File: config.mk
export PLATFORM = sky130hd
export DESIGN_NAME = acr_ram
export DESIGN_NICKNAME = d
export VERILOG_FILES = /design/src/acr_ram.sv
export SDC_FILE = /design/constraint.sdc
export NUM_CORES = 1
export LEC_CHECK = 0
export BUFFER_PORTS_ARGS = -buffer_cell sky130_fd_sc_hd__buf_2
export CORE_MARGIN = 2
export CORE_UTILIZATION = 53
export DETAILED_ROUTE_END_ITERATION = 16
export PLACE_DENSITY = 0.69
export SYNTH_ARGS = -nofsm -noshare
export SYNTH_HDL_FRONTEND = slang
export SYNTH_SLANG_ARGS = --single-unit
export TNS_END_PERCENT = 30
File: constraint.sdc
create_clock -name clk -period 2.3 [get_ports clk]
set_input_delay 0.115 -clock clk [delete_from_list [all_inputs] [get_ports clk]]
set_output_delay 0.115 -clock clk [all_outputs]
set_load 0.02 [all_outputs]
File: src/acr_ram.sv
module acr_ram #(
  parameter int WIDTH = 8,
  parameter int DEPTH = 64
) (
  input  logic                 clk,
  input  logic                 we,
  input  logic [((DEPTH > 1) ? $clog2(DEPTH) : 1)-1:0] waddr,
  input  logic [WIDTH-1:0]     wdata,
  input  logic [((DEPTH > 1) ? $clog2(DEPTH) : 1)-1:0] raddr,
  output logic [WIDTH-1:0]     rdata
);

  logic [WIDTH-1:0] mem [DEPTH];
  logic [WIDTH-1:0] rdata_r;

  always_ff @(posedge clk) begin
    if (we) begin
      mem[waddr] <= wdata;
    end
    rdata_r <= mem[raddr];
  end

  assign rdata = rdata_r;

endmodule

Word-level counts from Yosys, hierarchy flattened
Memory sizes are Yosys's and may differ from the RTL's. A register that Yosys moved wholly into a read port is not among the register bits.
Cells that the tools add are included.
- add/sub/neg operators: 0
- $mul: 0
- divide/modulo/power cells: 0
- magnitude comparators: 0
- eq/ne operators: 0
- shifts and indexed selects: 0
- multiplexer cells: 2
- bitwise gates (word level): 0
- reduce and logical (&&, ||, !) cells: 0
- operators with widths (operator ; count):
    $mux W1 ; 2
- bits in registers: 0
- bits in latches: 0
- memory bits (writable): 512
- memory bits (read-only): 0
- output and inout port bits: 8
- logic and storage cells: 3
- memories kept: 1
- memory list (name ; words ; width ; read ports ; clocked after memory_dff ; wr ports ; line ; RTL):
    mem ; 64 ; 8 ; 1 ; 1 ; 1 ; 13 ; logic [WIDTH-1:0] mem [DEPTH];

Depth between registers and ports, before layout
Gate-level depths: netlist of run 1.
- depth in word-level cells: 2
- mapped depth: 9

Worst setup path before layout of run 1
OpenSTA, ideal clock, no wires.
- path kind: in2reg
- start: input raddr[1] in the netlist's numbering
- end: register rdata_r[3], in the netlist rdata[3], read port of mem
- setup time: 0.128 ns
- arrival: 1.655 ns
- required time: 2.172 ns
- setup slack: 0.517 ns
- stages on the path: 7
- buffers on the path: 3
- cell sequence: buf_4 -> buf_2 -> buf_2 -> mux4_2 -> mux4_2 -> o21ai_1 -> o41ai_1
- RTL lines (element ; line ; RTL):
    from (decl) ; 9 ; input logic [((DEPTH > 1) ? $clog2(DEPTH) : 1)-1:0] raddr,
    to (decl) ; 14 ; logic [WIDTH-1:0] rdata_r;

==> results by group, run 1 <==
Synth
  – Number of distinct library cells after synthesis: 40
  – Yosys Warn Count: 0
  – Mapped Nets: 962
  – Syn avg cell area: 21.5 µm²
  – Register area share after synthesis: 0.770
  – Synth Cell Area: 20200 µm²
  – Synth Register Bits: 520
  – Synth Instances: 940

Clocking
  – CTS Buf Count: 51
  – Htree depth: 2
  – Root buffer cell: clkbuf_16
  – Clock buffer depth: 3
  – Total clock sinks: 520
  – CTS clock-pin slew for the worst setup and hold paths: 0.06 ns
  – Worst skew pair latency: 0.57 ns
  – TritonCTS clock tree: done

Route
  – Highest routed metal layer: met5
  – DR vias/cell: 6.04
  – Met1 wire length: 18200 µm
  – WL final: 44300 µm
  – Initial DRC count: 1025
  – DRC viols: 0
  – Post-route ant nets: 0
  – Met3 wire length: 3400 µm
  – Via count: 9965
  – Routed length on met2: 21400 µm
  – Drt pass-1 iters: 5
  – Post-detailed-route wirelength per cell: 26.8 µm

Global route
  – GRT Total Usage: 0.232
  – Largest net degree at the start of global routing: 65
  – First-pass GRT wire length: 65400 µm
  – Global route total overflow: 0
  – Vias in the first global route: 10100
  – Initial antenna violation count: 1

Power and ir drop
  – Logic gate share of total power: 0.052
  – Switching share of power: 0.201
  – Clock power frac: 0.427
  – Peak supply drop: 0.737 mV
  – Power, Total: 20.2 mW
  – Flop pwr share: 0.521
  – P_sw: 4.06 mW
  – Cell Pwr Density: 859 nW/µm²
  – Internal power: 16.1 mW
  – Static Leak: 7.65 nW

Floorplanning
  – Die Wd: 199 µm
  – Core area: 37600 µm²
  – Die ar.: 39600 µm²
  – Starting Density: 0.537
  – IO Count: 30
  – Chip Height: 199 µm
  – Rows: 71

Critical path
  – CP max FO: 1
  – CP required: 2.74 ns
  – Crit path DAT: 2.54 ns
  – Reg2Reg Depth: 4
  – Setup crit end kind: flip-flop
  – Crit Path Class: reg -> reg
  – Nature of the critical path startpoint: flip-flop

Final layout
  – Fillers: 2542
  – Final net count: 1124
  – P&R area growth vs syn: 16.6%
  – Ant. Diodes: 0
  – Fraction of layout cells with a size suffix above 1: 0.331
  – Most common cell after layout, fill and taps aside: edfxtp_1
  – Commonest non-fill, non-tap cells in the layout: 512 x edfxtp_1, 126 x mux4_2, 120 x buf_4
  – Area of the multi-input gates: 4320 µm²
  – Reg area: 15500 µm²

STA
  – Total Negative Setup Slacks: 0 ns
  – Slew @ Worst Pin: 1.22 ns
  – Slew Limit Headroom: 0.189
  – Fin crit share: 0.913
  – Min Tclk post-route: 2.10 ns
  – Hold Fails Final Rpt: 0
  – Fmax: 476 MHz
  – RSZ-0062 raised after global routing: false
  – Final Setup Violations: 0
  – Slew Viols, Final: 0
  – Clock skew: 0.0279 ns

Placement
  – Routability congestion estimate: 0.833
  – Hpwl dp: 27900 µm
  – I/O Buffers: 29

Worst hold path
  – Hold depth: 2
  – Worst min path class: in -> reg

Status
  – Status: finished clean

Job
  – Max_cap viols: 0
metrics by stage:
stage               worst slack [ns]   util  cell area, µm²  instances  hold slack (ns)
finish                         0.199  0.626           23500       1650           0.0471
CTS                            0.209  0.626           23500       1650           0.0578
floorplan                      0.517      -           20200        940            0.214
global route                   0.152  0.626           23500       1650           0.0555
detailed placement            0.0425  0.578           21700       1557            0.359
global placement              0.0670  0.578           21700       1557            0.345
path summary, 6_finish.rpt:
path	endpoint	startpoint	slack (ns)
worst max-delay path	rdata[2]$_DFF_P_	mem[46][2]$_DFFE_PP_	0.20
worst min register to register	rdata[6]$_DFF_P_	mem[30][6]$_DFFE_PP_	0.80
worst min-delay path	mem[18][2]$_DFFE_PP_	wdata[2]	0.05
worst max register to register	rdata[2]$_DFF_P_	mem[46][2]$_DFFE_PP_	0.20
synth_stat cells, drive strengths merged:
cell     number  area (µm²)
a21oi         3        15.0
clkbuf       17        63.8
buf          34         253
nor2         83         312
dfxtp         8         160
nor2b        14        87.6
nand2b        7        43.8
nor4          2        12.5
edfxtp      512       15400
o21a          2        15.0
o41ai         2        17.5
a22oi         3        22.5
o22ai         8        50.1
or3           1        6.26
nand4         2        12.5
a31oi         1        6.26
a221oi        6        52.6
o311ai        1        8.76
a211oi        4        30.0
o221ai        8        70.1
a2111oi       2        17.5
nand3        13        65.1
o221a         2        22.5
nand2        19        71.3
o21ai         4        20.0
o2bb2ai       3        26.3
nand4b        1        8.76
o32ai         2        17.5
o2111ai       3        26.3
and2          1        6.26
nand3b        3        22.5
mux2i        23         230
nor3          7        35.0
mux4        126        2840
mux2         13         146
layer usage:
| metal | GRT usage | vias up |
|---|---|---|
| li1 | - | 4248 |
| met5 | 0 | - |
| met1 | 0.330 | 5210 |
| met3 | 0.0437 | 87 |
| met4 | 0.0697 | 2 |
| met2 | 0.372 | 418 |
power groups by stage:
stage	combinational [mW]	clock [mW]	sequential, mW
2_1_floorplan	0.559	0	10.7
3_3_place_gp	1.04	0	10.7
3_5_place_dp	1.06	0	10.7
4_1_cts	1.07	8.76	10.5
5_1_grt	1.12	9.12	10.5
6_report	1.06	8.63	10.5
sequential cells by signal, summed over array words and instances, names as in the netlist:
signal and flops:
mem 512, rdata 8
kinds of logic after synthesis:
family                 share of synthesized area
AOI/OAI and AO/OA                         0.0207
and+or+nand+nor                           0.0339
buffers and inverters                     0.0157
muxes                                      0.159
DFF                                        0.770
worst max-delay path: stages, from the launching register on:
cell	delay, ns
edfxtp_1	0.37
mux4_2	0.49
mux2_2	0.29
a221oi_1	0.67
o2bb2ai_1	0.15
area by class of cell:
class	count	share of cell area
Tap cell	511	0.0272
Clock inverter	31	0.0167
Multi-Input combinational cell	369	0.184
Clock buffer	59	0.0577
Timing Repair Buffer	160	0.0542
Sequential cell	520	0.661
repair_timing:
item / CTS / global route
hold buffers: 3 / 0
gates resized for setup: 0 / 0
setup buffers: 0 / 0
setup endpoints to repair: 0 / 0
endpoints found under the hold margin: 18 / 0
Note: power is estimated with default switching activity, not from simulation.
==> run 2, diff against run 1 <==
PLACE_DENSITY = 0.72   (was 0.69)
SLEW_MARGIN = 20   (was default)
==> run 2 against run 1 <==
Effect of this change: fmax up 5.2%; global-route usage shrank 0.14 points; cell count decreased by 0.97%; via count is 0.17% lower; clock power is 5.3% lower; routed wire length fell by 1.5%; first-iteration DRC count rose by 5.2%; worst hold slack improved by 0.049 ns.
==> results by group, run 2 (same netlist as run 1, synthesis figures left out) <==
Final layout
  – Fillers: 2492
  – Final net count: 1106
  – Area of the multi-input gates: 4320 µm²
  – P&R area growth vs syn: 15.4%
  – Biggest register: mem
  – Most common cell after layout, fill and taps aside: edfxtp_1
  – Fraction of layout cells with a size suffix above 1: 0.312
  – Max reg flops: 512
  – Commonest non-fill, non-tap cells in the layout: 512 x edfxtp_1, 126 x mux4_2, 105 x buf_4
  – Reg area: 15500 µm²

Clocking
  – Root buffer cell: clkbuf_16
  – Htree depth: 2
  – Setup Fix Bufs, Post-CTS: 0
  – Total clock sinks: 520
  – Worst skew pair latency: 0.57 ns
  – TritonCTS clock tree: done
  – CTS clock-pin slew for the worst setup and hold paths: 0.07 ns
  – Clock buffer depth: 3
  – CTS Buf Count: 49

Floorplanning
  – Die ar.: 39600 µm²
  – Chip Height: 199 µm
  – Starting Density: 0.537
  – IO Count: 30
  – Die Wd: 199 µm
  – Core area: 37600 µm²
  – Rows: 71

STA
  – Worst hold margin: 0.0958 ns
  – Clock skew: 0.0230 ns
  – RSZ-0062 raised after global routing: false
  – Final Setup Violations: 0
  – Min Tclk post-route: 2.00 ns
  – Slew @ Worst Pin: 0.991 ns
  – Fmax: 501 MHz
  – Total Negative Setup Slacks: 0 ns
  – Fin crit share: 0.868
  – Slew Limit Headroom: 0.339
  – Slew Viols, Final: 0
  – Hold Fails Final Rpt: 0

Placement
  – Routability congestion estimate: 0.851
  – Hpwl dp: 27800 µm
  – I/O Buffers: 29

Worst hold path
  – Worst min path class: in -> reg
  – Hold depth: 2
  – Hold Crit Start: waddr[1]

Global route
  – Initial antenna violation count: 3
  – GRT Total Usage: 0.231
  – Global route total overflow: 0
  – Largest net degree at the start of global routing: 65
  – Vias in the first global route: 10300
  – First-pass GRT wire length: 65300 µm

Route
  – Post-route ant nets: 0
  – Post-detailed-route wirelength per cell: 26.7 µm
  – Via count: 9948
  – WL final: 43600 µm
  – DR vias/cell: 6.09
  – DRC viols: 0
  – Initial DRC count: 1078
  – Drt pass-1 iters: 5

Critical path
  – RR Startpoint: mem[28][6]$_DFFE_PP_
  – Setup crit end kind: flip-flop
  – Crit Path Class: reg -> reg
  – Worst setup startpoint: mem[28][6]$_DFFE_PP_
  – Crit path DAT: 2.44 ns
  – Reg2Reg Depth: 5
  – Nature of the critical path startpoint: flip-flop
  – CP max FO: 1
  – CP required: 2.74 ns

Power and ir drop
  – Peak supply drop: 0.688 mV
  – Static Leak: 7.50 nW
  – Cell Pwr Density: 848 nW/µm²

Job
  – Max_cap viols: 0

Status
  – Status: finished clean
run 2: power breakdown:
part | total [mW] | internal, mW | leakage [nW] | switching [mW]
clock | 8.17 | 4.82 | 0.787 | 3.35
combinational | 1.04 | 0.418 | 2.04 | 0.619
sequential | 10.5 | 10.5 | 4.67 | 0.0407
total | 19.7 | 15.7 | 7.50 | 4.01
run 2: final timing paths:
check	end	slack (ns)
max	rdata[6]$_DFF_P_	0.30
min	mem[48][1]$_DFFE_PP_	0.1
max reg2reg	rdata[6]$_DFF_P_	0.30
min reg2reg	rdata[6]$_DFF_P_	0.85
run 2: final cells by class:
cell class,count,area share
Tap cell,511,0.0275
Antenna cell,1,0.000108
Sequential cell,520,0.668
Clock buffer,59,0.0561
Clock inverter,30,0.0138
Multi-Input combinational cell,369,0.185
Timing Repair Buffer,144,0.0495
run 2: routing by layer:
metal,vias up,wire [µm],global-route usage
li1,4218,-,-
met1,5159,17200,0.314
met2,455,20800,0.363
met3,112,4120,0.0648
met4,4,1530,0.0804
met5,-,23,0
run 2: through the flow:
step / instance area, µm² / setup slack [ns] / total power, mW / cells / utilization
after CTS: 23300 / 0.315 / 19.8 / 1633 / 0.619
final: 23300 / 0.303 / 19.7 / 1634 / 0.619
after detailed placement: 21600 / 0.0292 / 11.8 / 1542 / 0.575
after global routing: 23300 / 0.244 / 20.3 / 1634 / 0.619
after global placement: 21600 / 0.0722 / 11.7 / 1542 / 0.575
after floorplan: 20200 / 0.517 / 11.3 / 940 / -
run 2: critical path, stage by stage (launching register included):
cell	delay, ns
edfxtp_1	0.37
mux4_2	0.46
mux2_2	0.29
o221a_2	0.28
nor3_1	0.34
o32ai_1	0.14
run 2: timing repair:
action,CTS,global route
endpoints found under the hold margin,19,0
resized for setup,0,0
hold buffers,2,0
==> run 3, diff against run 2 <==
RECOVER_POWER = 25   (was default)
==> run 3 against run 2 <==
Effect of this change: the run now ends with capacitance limit, slew limit left; sequential share of layout area up 0.086 points; first-iteration DRC count up 4.5%; via count down 0.34%; global-route usage unchanged; cell count unchanged; count of clock-buffer cells in the layout unchanged; critical endpoint unchanged.
==> results by group, run 3 (same netlist as run 1, synthesis figures left out) <==
Status
  – Status: complete, but fails checks
  – Failing checks: capacitance limit, slew limit

Floorplanning
  – Core area: 37600 µm²
  – Starting Density: 0.537
  – Die Wd: 199 µm
  – Die ar.: 39600 µm²
  – IO Count: 30
  – Chip Height: 199 µm
  – Rows: 71

Route
  – WL final: 43700 µm
  – DRC viols: 0
  – Post-detailed-route wirelength per cell: 26.7 µm
  – DR vias/cell: 6.07
  – Met1 wire length: 17000 µm
  – Routed length on met2: 20800 µm
  – Via count: 9914
  – Met3 wire length: 4330 µm
  – Initial DRC count: 1126
  – Drt pass-1 iters: 7
  – Highest routed metal layer: met5
  – Post-route ant nets: 0

Job
  – Max_cap viols: 5

Clocking
  – CTS clock-pin slew for the worst setup and hold paths: 0.07 ns
  – Worst skew pair latency: 0.57 ns
  – Clock buffer depth: 3
  – CTS Buf Count: 49
  – Root buffer cell: clkbuf_16
  – Htree depth: 2
  – TritonCTS clock tree: done
  – Total clock sinks: 520

Global route
  – Largest net degree at the start of global routing: 65
  – Global route total overflow: 0
  – GRT Total Usage: 0.231
  – First-pass GRT wire length: 65300 µm
  – Initial antenna violation count: 3
  – Vias in the first global route: 10300

Final layout
  – Biggest register: mem
  – Commonest non-fill, non-tap cells in the layout: 512 x edfxtp_1, 126 x mux4_2, 102 x buf_4
  – Most common cell after layout, fill and taps aside: edfxtp_1
  – Final net count: 1106
  – P&R area growth vs syn: 15.2%
  – Fillers: 2497
  – Max reg flops: 512
  – Fraction of layout cells with a size suffix above 1: 0.307
  – Fin area: 23200 µm²

Power and ir drop
  – Static Leak: 7.48 nW
  – Cell Pwr Density: 849 nW/µm²
  – Peak supply drop: 0.689 mV

STA
  – RSZ-0062 raised after global routing: false
  – Fmax: 500 MHz
  – Slew @ Worst Pin: 1.94 ns
  – Min Tclk post-route: 2.00 ns
  – Hold Fails Final Rpt: 0
  – Slew Viols, Final: 111
  – Clock skew: 0.0256 ns
  – Fin crit share: 0.869
  – Final Setup Violations: 0
  – Slew Limit Headroom: -0.295
  – Total Negative Setup Slacks: 0 ns

Critical path
  – Reg2Reg Depth: 5
  – RR Startpoint: mem[29][6]$_DFFE_PP_
  – Worst R2R Setup Slack: 0.30 ns
  – Nature of the critical path startpoint: flip-flop
  – Critical Path Sink: rdata[6]$_DFF_P_
  – CP required: 2.75 ns
  – Worst setup startpoint: mem[29][6]$_DFFE_PP_
  – Crit path DAT: 2.44 ns
  – Crit Path Class: reg -> reg
  – CP max FO: 1
  – Setup crit end kind: flip-flop
  – Reg2reg end: rdata[6]$_DFF_P_

Worst hold path
  – Worst min path class: in -> reg
  – Hold Crit Start: waddr[1]

Placement
  – Routability congestion estimate: 0.851
  – DP Area: 21600 µm²
  – I/O Buffers: 29
  – Hpwl dp: 27800 µm
[run 3: cell types whose count changed in the layout (fill, tap and decap cells not counted)]
cell and change:
buf_4 -3, buf_12 -1, buf_2 -4, clkbuf_2 +2
clkbuf_1 +6
[run 3: critical path, cell delays in order (launching register included)]
cell and delay (ns):
edfxtp_1 0.36, mux4_2 0.47, mux2_2 0.29, o221a_2 0.28
nor3_1 0.35, o32ai_1 0.14
[run 3: through the flow]
stage                     hold slack, ns  utilization  power, mW  instances  setup slack [ns]
after floorplan                    0.214            -       11.3        940             0.517
after global placement             0.550        0.575       11.7       1542            0.0722
after detailed placement           0.556        0.575       11.8       1542            0.0292
after CTS                         0.0733        0.619       19.8       1633             0.315
after global routing              0.0852        0.618       20.3       1634             0.244
final                             0.0949        0.618       19.7       1634             0.302
[run 3: how the worst min path moves through the flow]
| stage | endpoint | cells past startpoint |
|---|---|---|
| 2_1_floorplan | mem[0][0]$_DFFE_PP_ | 0 |
| 3_3_place_gp | rdata[1]$_DFF_P_ | 3 |
| 3_5_place_dp | rdata[1]$_DFF_P_ | 3 |
| 4_1_cts | mem[48][1]$_DFFE_PP_ | 2 |
| 5_1_grt | mem[48][2]$_DFFE_PP_ | 2 |
| 6_report | mem[48][1]$_DFFE_PP_ | 2 |
[run 3: cell type report]
cell class,count,area [µm²],area share
Clock buffer,59,1310,0.0562
Clock inverter,30,320,0.0138
Antenna cell,1,2.50,0.000108
Timing Repair Buffer,144,1120,0.0483
Multi-Input combinational cell,369,4320,0.186
Sequential cell,520,15500,0.668
Tap cell,511,639,0.0275
[run 3: what timing repair did]
item                       CTS  global route
setup endpoints to repair    0             0
hold endpoints to repair    19             0
hold buffers                 2             0
resized for setup            0             0
setup buffers                0             0
[run 3: per-layer routing]
layer	track usage	up-vias
li1	-	4218
met1	0.314	5122
met2	0.363	466
met3	0.0648	104
met4	0.0804	4
met5	0	-
[run 3: where the power goes]
part	switching (mW)	leakage (nW)	total [mW]	internal [mW]
sequential	0.0403	4.67	10.5	10.5
clock	3.36	0.787	8.18	4.82
combinational	0.618	2.01	1.03	0.412
